[src/sv/hdc_pkg.sv]
`default_nettype none
package hdc_pkg;

  localparam int FEATURE_COUNT = 6;
  localparam int Q_OFFSET = 88;
  localparam int Q_MAX = 176;
  // ceil(2^20 / 12), exact floor for magnitudes up to 2^15
  localparam int RECIP_12 = 87382;
  localparam int RECIP_SHIFT = 20;
  localparam int COUNT_MAX = 4095;

  localparam logic [1:0] REQ_WVEC = 2'd0;
  localparam logic [1:0] REQ_WLAB = 2'd1;
  localparam logic [1:0] REQ_CLASSIFY = 2'd2;

  localparam logic CFG_CLASS_COUNT_X = 1'b0;
  localparam logic CFG_CLASS_COUNT_Z = 1'b1;

  typedef enum logic [1:0] {
    CMD_WVEC = 2'd0,
    CMD_WLAB = 2'd1,
    CMD_CLASSIFY = 2'd2
  } cmd_kind_t;

  typedef struct packed {
    cmd_kind_t kind;
    logic axis;
    logic [6:0] cls;
    logic [6:0] word;
    logic [31:0] data;
    logic [15:0] label;
    logic [FEATURE_COUNT-1:0][7:0] q;
  } cmd_t;

endpackage
`default_nettype wire

[src/sv/hdc_queue.sv]
`default_nettype none
module hdc_queue
  import hdc_pkg::*;
(
  input  wire logic clk,
  input  wire logic rst_n,
  input  wire logic push_valid,
  output logic push_ready,
  input  wire cmd_t push_data,
  output logic pop_valid,
  input  wire logic pop_ready,
  output cmd_t pop_data
);

  cmd_t slots_r [2];
  logic wp_r, wp_nxt, rp_r, rp_nxt;
  logic [1:0] cnt_r, cnt_nxt;
  logic push, pop;

  assign push_ready = cnt_r != 2'd2;
  assign pop_valid = cnt_r != 2'd0;
  assign push = push_valid && push_ready;
  assign pop = pop_valid && pop_ready;
  assign pop_data = slots_r[rp_r];

  always_comb begin
    wp_nxt = wp_r ^ push;
    rp_nxt = rp_r ^ pop;
    cnt_nxt = cnt_r + 2'(push) - 2'(pop);
  end

  always_ff @(posedge clk) begin
    if (!rst_n) begin
      wp_r <= 1'b0;
      rp_r <= 1'b0;
      cnt_r <= 2'd0;
    end else begin
      wp_r <= wp_nxt;
      rp_r <= rp_nxt;
      cnt_r <= cnt_nxt;
    end
    if (push) begin
      slots_r[wp_r] <= push_data;
    end
  end

endmodule
`default_nettype wire

[config.mk]
export PLATFORM = sky130hd
export DESIGN_NAME = hdc_queue
export DESIGN_NICKNAME = d
export VERILOG_FILES = /design/src/sv/hdc_pkg.sv /design/src/sv/hdc_queue.sv
export SDC_FILE = /design/constraint.sdc
export NUM_CORES = 1
export LEC_CHECK = 0
export BUFFER_PORTS_ARGS = -buffer_cell sky130_fd_sc_hd__clkbuf_2
export CORE_ASPECT_RATIO = 0.75
export CORE_MARGIN = 2
export CORE_UTILIZATION = 55
export CTS_CLUSTER_SIZE = 16
export DETAILED_ROUTE_END_ITERATION = 10
export GPL_TIMING_DRIVEN = 0
export PLACE_DENSITY = 0.94
export SLEW_MARGIN = 0
export SYNTH_ARGS = -nofsm -noshare
export SYNTH_HDL_FRONTEND = slang
export SYNTH_SLANG_ARGS = --single-unit
export TNS_END_PERCENT = 50
[constraint.sdc]
create_clock -name clk -period 10.5 [get_ports clk]
set_clock_uncertainty 0.2 [all_clocks]
set_input_delay 0.525 -clock clk [delete_from_list [all_inputs] [get_ports clk]]
set_output_delay 0.525 -clock clk [all_outputs]
set_load 0.02 [all_outputs]
==> reports/results.txt <==
Outcome - finished, final reports clean
P&R area growth vs syn - 25.4%
Max-Cap Viols - 0
Post-CTS Setup Inserts - 0
Sequential area share after synthesis - 79.1%
Synthesized instance count - 381
Vias per inst - 5.18
Hold Violations, Final - 0
Final GP Congestion - 0.735
Final non-filler cell area - 10900 um2
Most Crowded Layer GR - met2
Core ar. - 15400 um2
Max-slew violations - 0
Leak - 4.30 nW
Clock-pin slew on the worst setup and hold paths - 0.07 ns
Fillers - 937
WL/cell - 19.3 um
Initial antenna violation count - 0
Cts bufs inserted - 22
Post-CTS Resized - 0
Fin cells - 858
1st-iter DRT viols - 235
Critical Path AT - 1.80 ns
Post-synth top area cell - edfxtp_1
Synthesized flop and latch total - 231
Die width - 149 um
Root Buffer - clkbuf_16
Max incr delay on CP - 0.32 ns
Hold Path Class - in2reg
GR Util met2 - 32.8%
Commonest register cell after synthesis - edfxtp_1
Fin nets - 757
Setup TNS Final - 0 ns
Die area - 16900 um2
Share of the synthesized area in the top cell type - 77.9%
Global-route met1 utilization - 24.5%
Sink Count - 231
Global-route wire length before repair - 24.9 mm
Row cnt - 39
CP Launch Type - flip-flop
DP HPWL - 11.5 mm
Worst-path maximum fanout - 10
Top-count cell post-synth - edfxtp_1
Clock Latency Late Sink - 0.48 ns
Yosys cell types - 23
Post-Syn Area - 8710 um2
DR DRC count - 0
Met3 usage - 5.77%
Slowest stage cell, crit path - dfxtp_1
Routed vias - 4446
Hold buffer count at cts - 0
I/O Pins - 232
Slew @ Worst Pin - 0.833 ns
PD cells - 242 nW/um2
Setup-failing EPs final - 0
Max H-tree Level - 1
RSZ-0062 raised after global routing - no
Synth warn - 0
ANT nets after route - 0
Post-Place Cells - 819
TritonCTS clock tree - built
Crit Path Class - reg2out
Synthesized net count - 500
Die height - 113 um
Max frequency - 0.396 GHz
Total power draw - 0.00265 W
Initial core utilization - 56.7%
Post-synth EDFFs - 226
DP Area - 10200 um2
Crit share post-route - 24.0%
Post-synth ARST share - 0%
Number of diodes - 0
Grt total ovfl - 0
Vias in the first global route - 4663
Largest net degree at the start of global routing - 59
Syn Area/Cell - 22.9 um2
Number of port buffers - 231
Top cell by count, worst path - buf_6
Critical Path RT - 9.78 ns
Layout cells sized above 1 - 60.5%
Clock buffer depth - 3
CP Capture Type - output pin
Total GRT Usage - 19.1%
Rel. slew slack - 44.5%
Commonest cells post-synth - 226 x edfxtp_1, 70 x mux2_4, 43 x mux2_2
Drt pass-1 iters - 4
Synth top area cells - edfxtp_1 78%, mux2_4 12%, mux2_2 5.6%
Worst VDD drop - 0.000174 V
Fin Hold WS - 0.0207 ns
Crit-path cells - buf_6 > buf_8 > buf_6 > mux2_4 > clkbuf_2
Tmin final - 2.52 ns
DRT Wirelength - 16.5 mm
flip-flops by register name, summed over array words and instances, names as in the netlist, named ones only:
register	count
slots_r	226
wp_r	1
cnt_r	2
rp_r	1
path summary, 6_finish.rpt:
| kind | cells past startpoint | to | start | slack, ns |
|---|---|---|---|---|
| max | 5 | pop_data[96] | flip-flop | 7.98 |
| min reg2reg | 3 | wp_r$_SDFF_PN0_ | wp_r$_SDFF_PN0_ | 0.41 |
| max reg2reg | 4 | slots_r[0][44]$_DFFE_PP_ | cnt_r[0]$_SDFF_PN0_ | 8.06 |
| min | 1 | slots_r[1][5]$_DFFE_PP_ | push_data[5] | 0.02 |
power breakdown:
part / internal, W / switching, W / leakage (nW)
Combinational: 0.000297 / 0.000387 / 1.79
Clock: 0.000474 / 0.000315 / 0.359
Sequential: 0.00114 / 0.0000307 / 2.16
critical path, delay by kind of cell, from the launching register on:
family	cells	cell delay, ns
buffers and inverters	4	0.67
DFF	1	0.32
muxes	1	0.32
layer usage:
metal  routed length [um]  part of all wire, %
met3                 1420                  8.6
met5                    0                    0
met1                 6620                   40
met2                 8190                   50
met4                  306                  1.9
metrics by stage:
stage	utilization, %	setup WS, ns
after detailed placement	66.3	7.96
final	71.0	7.98
after global routing	71.0	7.89
after CTS	71.0	7.94
after floorplan	-	6.33
after global placement	65.9	5.27
cell families (layout without fill, tap and decap cells):
family,count (synthesis),count (layout),synth area share [%]
adders and majority gates,2,2,0.287
AOI/OAI and AO/OA,5,5,0.417
and+or+nand+nor,14,14,0.905
muxes,114,114,17.7
xor gates and xnor gates,1,1,0.101
buffers and inverters,14,286,1.48
DFF,231,231,79.1
cell type report:
class	instances	area [um2]	area share (%)
Multi-Input combinational cell	136	1710	15.7
Timing Repair Buffer	233	1210	11.1
Inverter	1	3.75	0.0344
Clock inverter	12	135	1.24
Clock buffer	27	591	5.41
Tap cell	205	256	2.35
Buffer	13	125	1.15
Sequential cell	231	6890	63.1
cell usage in the layout, fill, tap and decap left out, drive strengths merged, types with 3 or more instances in the layout:
| cell type | n |
|---|---|
| buf | 15 |
| mux2 | 113 |
| and2 | 4 |
| clkinv | 8 |
| dfxtp | 5 |
| edfxtp | 226 |
| clkbuf | 258 |
| bufinv | 3 |
No activity file was read; power rests on OpenSTA's default activity.
