### src/sv/hdc_pkg.sv
`default_nettype none
package hdc_pkg;

  localparam int FEATURE_COUNT = 6;
  localparam int Q_OFFSET = 88;
  localparam int Q_MAX = 176;
  // ceil(2^20 / 12), exact floor for magnitudes up to 2^15
  localparam int RECIP_12 = 87382;
  localparam int RECIP_SHIFT = 20;
  localparam int COUNT_MAX = 4095;

  localparam logic [1:0] REQ_WVEC = 2'd0;
  localparam logic [1:0] REQ_WLAB = 2'd1;
  localparam logic [1:0] REQ_CLASSIFY = 2'd2;

  localparam logic CFG_CLASS_COUNT_X = 1'b0;
  localparam logic CFG_CLASS_COUNT_Z = 1'b1;

  typedef enum logic [1:0] {
    CMD_WVEC = 2'd0,
    CMD_WLAB = 2'd1,
    CMD_CLASSIFY = 2'd2
  } cmd_kind_t;

  typedef struct packed {
    cmd_kind_t kind;
    logic axis;
    logic [6:0] cls;
    logic [6:0] word;
    logic [31:0] data;
    logic [15:0] label;
    logic [FEATURE_COUNT-1:0][7:0] q;
  } cmd_t;

endpackage
`default_nettype wire

### src/sv/hdc_front.sv
`default_nettype none
module hdc_front
  import hdc_pkg::*;
#(
  parameter int MAX_CLASSES = 128,
  parameter int VECTOR_WORDS = 90
) (
  input  wire logic clk,
  input  wire logic rst_n,
  input  wire logic in_valid,
  output logic in_ready,
  input  wire logic [1:0] in_req_type,
  input  wire logic in_axis,
  input  wire logic [6:0] in_class_index,
  input  wire logic [6:0] in_word_index,
  input  wire logic [31:0] in_write_data,
  input  wire logic [15:0] in_label_value,
  input  wire logic [FEATURE_COUNT-1:0][15:0] in_features,
  output logic push_valid,
  input  wire logic push_ready,
  output cmd_t push_data
);

  logic v_r, v_nxt;
  cmd_t cmd_r, cmd_nxt;
  logic keep;
  logic accept;

  always_comb begin
    logic neg;
    logic [16:0] mag;
    logic [33:0] prod;
    logic [11:0] qa;
    logic signed [13:0] sq;
    cmd_nxt.kind = CMD_CLASSIFY;
    cmd_nxt.axis = in_axis;
    cmd_nxt.cls = in_class_index;
    cmd_nxt.word = in_word_index;
    cmd_nxt.data = in_write_data;
    cmd_nxt.label = in_label_value;
    keep = 1'b0;
    unique case (in_req_type)
      REQ_WVEC: begin
        cmd_nxt.kind = CMD_WVEC;
        keep = (32'(in_class_index) < MAX_CLASSES) && (32'(in_word_index) < VECTOR_WORDS);
      end
      REQ_WLAB: begin
        cmd_nxt.kind = CMD_WLAB;
        keep = 32'(in_class_index) < MAX_CLASSES;
      end
      REQ_CLASSIFY: begin
        cmd_nxt.kind = CMD_CLASSIFY;
        keep = 1'b1;
      end
      default: keep = 1'b0;
    endcase
    for (int i = 0; i < FEATURE_COUNT; i++) begin
      neg = in_features[i][15];
      mag = neg ? 17'(-{1'b1, in_features[i]}) : {1'b0, in_features[i]};
      prod = 34'(mag) * 34'(RECIP_12);
      qa = 12'(prod >> RECIP_SHIFT);
      sq = neg ? 14'(Q_OFFSET) - 14'(qa) : 14'(Q_OFFSET) + 14'(qa);
      if (sq < 0) begin
        cmd_nxt.q[i] = 8'd0;
      end else if (sq > 14'(Q_MAX)) begin
        cmd_nxt.q[i] = 8'(Q_MAX);
      end else begin
        cmd_nxt.q[i] = 8'(sq);
      end
    end
  end

  assign in_ready = !v_r || push_ready;
  assign accept = in_valid && in_ready;
  assign v_nxt = (v_r && !push_ready) || (accept && keep);

  always_ff @(posedge clk) begin
    if (!rst_n) begin
      v_r <= 1'b0;
    end else begin
      v_r <= v_nxt;
    end
    if (accept && keep) begin
      cmd_r <= cmd_nxt;
    end
  end

  assign push_valid = v_r;
  assign push_data = cmd_r;

endmodule
`default_nettype wire

### config.mk
export PLATFORM = sky130hd
export DESIGN_NAME = hdc_front
export DESIGN_NICKNAME = d
export VERILOG_FILES = /design/src/sv/hdc_pkg.sv /design/src/sv/hdc_front.sv
export SDC_FILE = /design/constraint.sdc
export NUM_CORES = 2
export LEC_CHECK = 0
export BUFFER_PORTS_ARGS = -buffer_cell sky130_fd_sc_hd__clkbuf_2
export CAP_MARGIN = 20
export CORE_ASPECT_RATIO = 2
export CORE_MARGIN = 4
export CORE_UTILIZATION = 50
export CTS_CLUSTER_SIZE = 30
export DETAILED_ROUTE_END_ITERATION = 8
export PLACE_DENSITY = 0.68
export REMOVE_ABC_BUFFERS = 1
export SYNTH_ARGS = -nofsm -noshare
export SYNTH_HDL_FRONTEND = slang
export SYNTH_SLANG_ARGS = --single-unit
### constraint.sdc
create_clock -name clk -period 37.4 [get_ports clk]
set_input_delay 7.48 -clock clk [delete_from_list [all_inputs] [get_ports clk]]
set_output_delay 7.48 -clock clk [all_outputs]
set_load 0.005 [all_outputs]
==> run summary <==
The flow ran to the end, and the final reports show no timing, DRC or antenna violations. The area share of the largest cell type after synthesis is 23.8%, and the global placement routability congestion is 0.979. Detailed placement ended at an HPWL of 97.8 mm. The final clock skew came out at 14.5 ps. The worst register-to-register path begins at push_valid$_SDFF_PN0_. Worst-path maximum fanout: 7. The number of global-route vias before repair came out at 34,500.

Dividing the detail-routed wire length by the instance count gives 19.6 um. The share of the clock period used by the worst path is 45.8%. The synthesized design contains 114 register bits. Subtracting the final worst setup slack from the clock period gives 17,140 ps. The post-route setup TNS was 0 ps; the number of enable flip-flop cells after synthesis was 113.

The overall die height is 403 um. The tools report the first element of the critical path as in_features[32]. The logs give 77,100 um^2 for the area of the core and 7 for the number of antenna violations at the first check in global routing. The average instance in the mapped netlist occupies 9.05 um^2. The count of buffers inserted at the top-level ports was 279. The slowest stage of the critical path is the sky130_fd_sc_hd__a2111oi_2 cell. The clock edge transition at the registers on the reported setup and hold paths is 70 ps. The count of cells along the worst register-to-register path works out to 4.

The buffer cell driving the clock tree root was sky130_fd_sc_hd__clkbuf_16. Global routing finished with a remaining overflow of 0. The run gives 460 ps as the source-to-sink clock delay at the later pin of the worst-skew pair. STA classifies the critical path startpoint as an input pin. For the number of design-rule violations left by the first detailed-router iteration, the log shows 1,298.

The sequential standard cell area was 3410 um^2. The count of hold-fix buffers inserted at cts was 0. The tools report the total of cells resized after clock tree synthesis as 0. The run gives 0 as the number of antenna-violating nets in the routed design.

During I/O placement, the number of pins put on the boundary was 280. The number of warning messages in the yosys log is 0, and the maximum number of pins on one net before global-route repair is 57. Counting instances, the worst hold path has a depth of 2. No sink is reached through more buffers than the 2 on the longest clock path.

Path category of the worst min-delay check: flop to flop. The global-route wire length before repair was 176 mm. Based on the critical path, the design can be clocked at up to 0.0583 GHz. The logs give 0 for the final setup violation count and 0 for the max-capacitance violation count.

The die covers 82,800 um^2. The worst setup path is captured at a flop. By startpoint and endpoint, the worst setup path is classified as input pin to flop. In this design, the stage delay of the slowest critical-path cell is 860 ps. Before antenna repair, the detailed router went through 6 iterations. Startpoint of the tightest hold check path: push_valid$_SDFF_PN0_. The final count of hold timing violations was 0; the required time of the critical path was 37,590 ps. The vias after detailed routing came out at 31,700. Dominant register cell in the synthesized netlist: sky130_fd_sc_hd__edfxtp_1.

Headroom to the max-slew limit came out at 28.4%. The final layout contains routed wiring with a total length of 110 mm. The post-route netlist has 8.96% of its cells at a drive strength greater than 1. Row generation in the floorplan step produced 144 rows. The tools report the area of the multi-input gates as 31,700 um^2.

Sequential cells were found to cover 8.76% of the synthesized design area. sky130_fd_sc_hd__ha_1 takes more of the synthesized area than any other cell. The finished cells cover 42,100 um^2.

Counting distinct cell types in the post-synthesis netlist gives 121. Global routing used 26.8% of the available tracks. OpenSTA, run right after detailed placement, puts the worst setup slack at 19,960 ps.

The cell area after synthesis is 39,000 um^2, and the fraction of registers with async set or reset after synthesis is 0%. For the pin with the worst max-slew slack, the measured transition is 1060 ps. After detailed routing, the number of remaining DRC violations is 0.

Counting every instance in the synthesized netlist gives 4,307. For the minimum setup slack in the final design, the log shows 20,260 ps. The final max-slew violation count was 0. Average vias per placed instance: 5.65. The placed instances occupy a cell area of 41,500 um^2. Number of filler cells placed in the layout: 7,286. The number of nets at the end of the flow was 5,936. TritonCTS built the clock tree. The area growth from synthesis to layout is 7.95%. The die width was 205 um. Once the floorplan was initialized, standard cells occupied 50.5% of the core. For the post-CTS repair timing setup buffer count, the log shows 0.

After synthesis, the cell types taking the most area are sky130_fd_sc_hd__ha_1 (24%), sky130_fd_sc_hd__fa_1 (23%), sky130_fd_sc_hd__inv_1 (9.2%). Setup repair after global routing left no endpoint under its margin. The run gives 4 as the number of levels the H-tree was split into.

By instance count, the cell type seen most on the critical path is sky130_fd_sc_hd__inv_1. The CTS sink count came out at 114. Data on the critical path arrives at its endpoint at 17,330 ps. The number of clock buffers inserted by TritonCTS was 17.
worst max-delay path: cells and delay by family:
kind | cells | cell delay, ps
buffers and inverters | 8 | 740
xor gates and xnor gates | 2 | 930
AOI/OAI and AO/OA | 9 | 2970
and+or+nand+nor | 9 | 2150
adders and majority gates | 8 | 3040
synthesized netlist by cell type, drive strengths merged, types with 20 or more instances:
library cell  count
nand3            70
and3             26
a211oi           27
and2             44
a21oi           214
o31ai            44
o21ai           128
o211ai           24
o21a             34
nor2b            21
nor3             75
nor4             23
a21o             72
xnor2           253
inv             952
nand4            51
nand2b           31
clkbuf           54
nand2           189
or3              30
xor2            106
ha              741
a31oi            29
edfxtp          113
mux2i            20
nor2            137
fa              456
routing by layer:
| metal | global-route usage, % | vias up | routed length (um) |
|---|---|---|---|
| li1 | - | 15100 | - |
| met1 | 24.1 | 15400 | 34800 |
| met2 | 54.4 | 817 | 62800 |
| met3 | 3.23 | 382 | 3790 |
| met4 | 17.1 | 6 | 8600 |
| met5 | 0 | - | 44 |
stage by stage:
| stage | utilization [%] | hold slack (ps) | instances |
|---|---|---|---|
| final | 54.6 | 689 | 5613 |
| after global routing | 54.6 | 726 | 5609 |
| after CTS | 54.6 | 691 | 5609 |
| after detailed placement | 53.8 | 681 | 5577 |
| after global placement | 53.8 | 678 | 5577 |
| after floorplan | - | 656 | 4262 |
worst paths after layout:
| kind | end | slack (ps) |
|---|---|---|
| worst max-delay path | push_data[21]$_SDFFCE_PP0P_ | 20260 |
| worst min-delay path | push_valid$_SDFF_PN0_ | 690 |
| worst max register to register | push_data[84]$_DFFE_PP_ | 34500 |
| worst min register to register | push_valid$_SDFF_PN0_ | 690 |
flip-flops by register name (all words and copies together), names as in the netlist:
name and cells:
push_data 113, push_valid 1
cells by family after synthesis:
family | synth area share, %
compound gates | 14.5
xor+xnor | 8.15
fa+ha+maj | 47.2
buf+inv | 10.2
flops | 8.76
mux | 0.883
other cells | 0.0193
simple gates | 10.3
cell type report:
| type | count | share of cell area (%) |
|---|---|---|
| multi-input cells | 3190 | 75.3 |
| inverters | 958 | 8.55 |
| flip-flops and latches | 114 | 8.11 |
| repair buffers | 293 | 3.57 |
| well taps | 1022 | 3.04 |
| clock buffers | 17 | 1.01 |
| clock inverters | 15 | 0.384 |
| diodes | 4 | 0.0238 |
placed cells by master (no fill, tap or decap), types with 19 or more instances in the layout:
cell	netlist	routed
sky130_fd_sc_hd__inv_1	951	951
sky130_fd_sc_hd__ha_1	741	741
sky130_fd_sc_hd__fa_1	456	456
sky130_fd_sc_hd__clkbuf_2	0	279
sky130_fd_sc_hd__xnor2_1	250	250
sky130_fd_sc_hd__a21oi_1	210	210
sky130_fd_sc_hd__nand2_1	189	189
sky130_fd_sc_hd__nor2_1	137	137
sky130_fd_sc_hd__o21ai_0	121	121
sky130_fd_sc_hd__edfxtp_1	113	113
sky130_fd_sc_hd__xor2_1	106	106
sky130_fd_sc_hd__nor3_1	74	74
sky130_fd_sc_hd__a21o_1	72	72
sky130_fd_sc_hd__nand3_1	70	70
sky130_fd_sc_hd__nand4_1	50	50
sky130_fd_sc_hd__o31ai_1	43	43
sky130_fd_sc_hd__and2_1	42	42
sky130_fd_sc_hd__o21a_1	34	34
sky130_fd_sc_hd__nand2b_1	31	31
sky130_fd_sc_hd__or3_1	30	30
sky130_fd_sc_hd__conb_1	2	30
sky130_fd_sc_hd__a31oi_1	29	29
sky130_fd_sc_hd__o211ai_1	24	24
sky130_fd_sc_hd__a211oi_1	24	24
sky130_fd_sc_hd__and3_1	23	23
sky130_fd_sc_hd__nor2b_1	21	21
sky130_fd_sc_hd__nor4_1	20	20
sky130_fd_sc_hd__mux2i_1	19	19
Power is left out: the tool's default activity adds up to more than one toggle a clock period on the data nets, which glitch-free logic cannot reach.
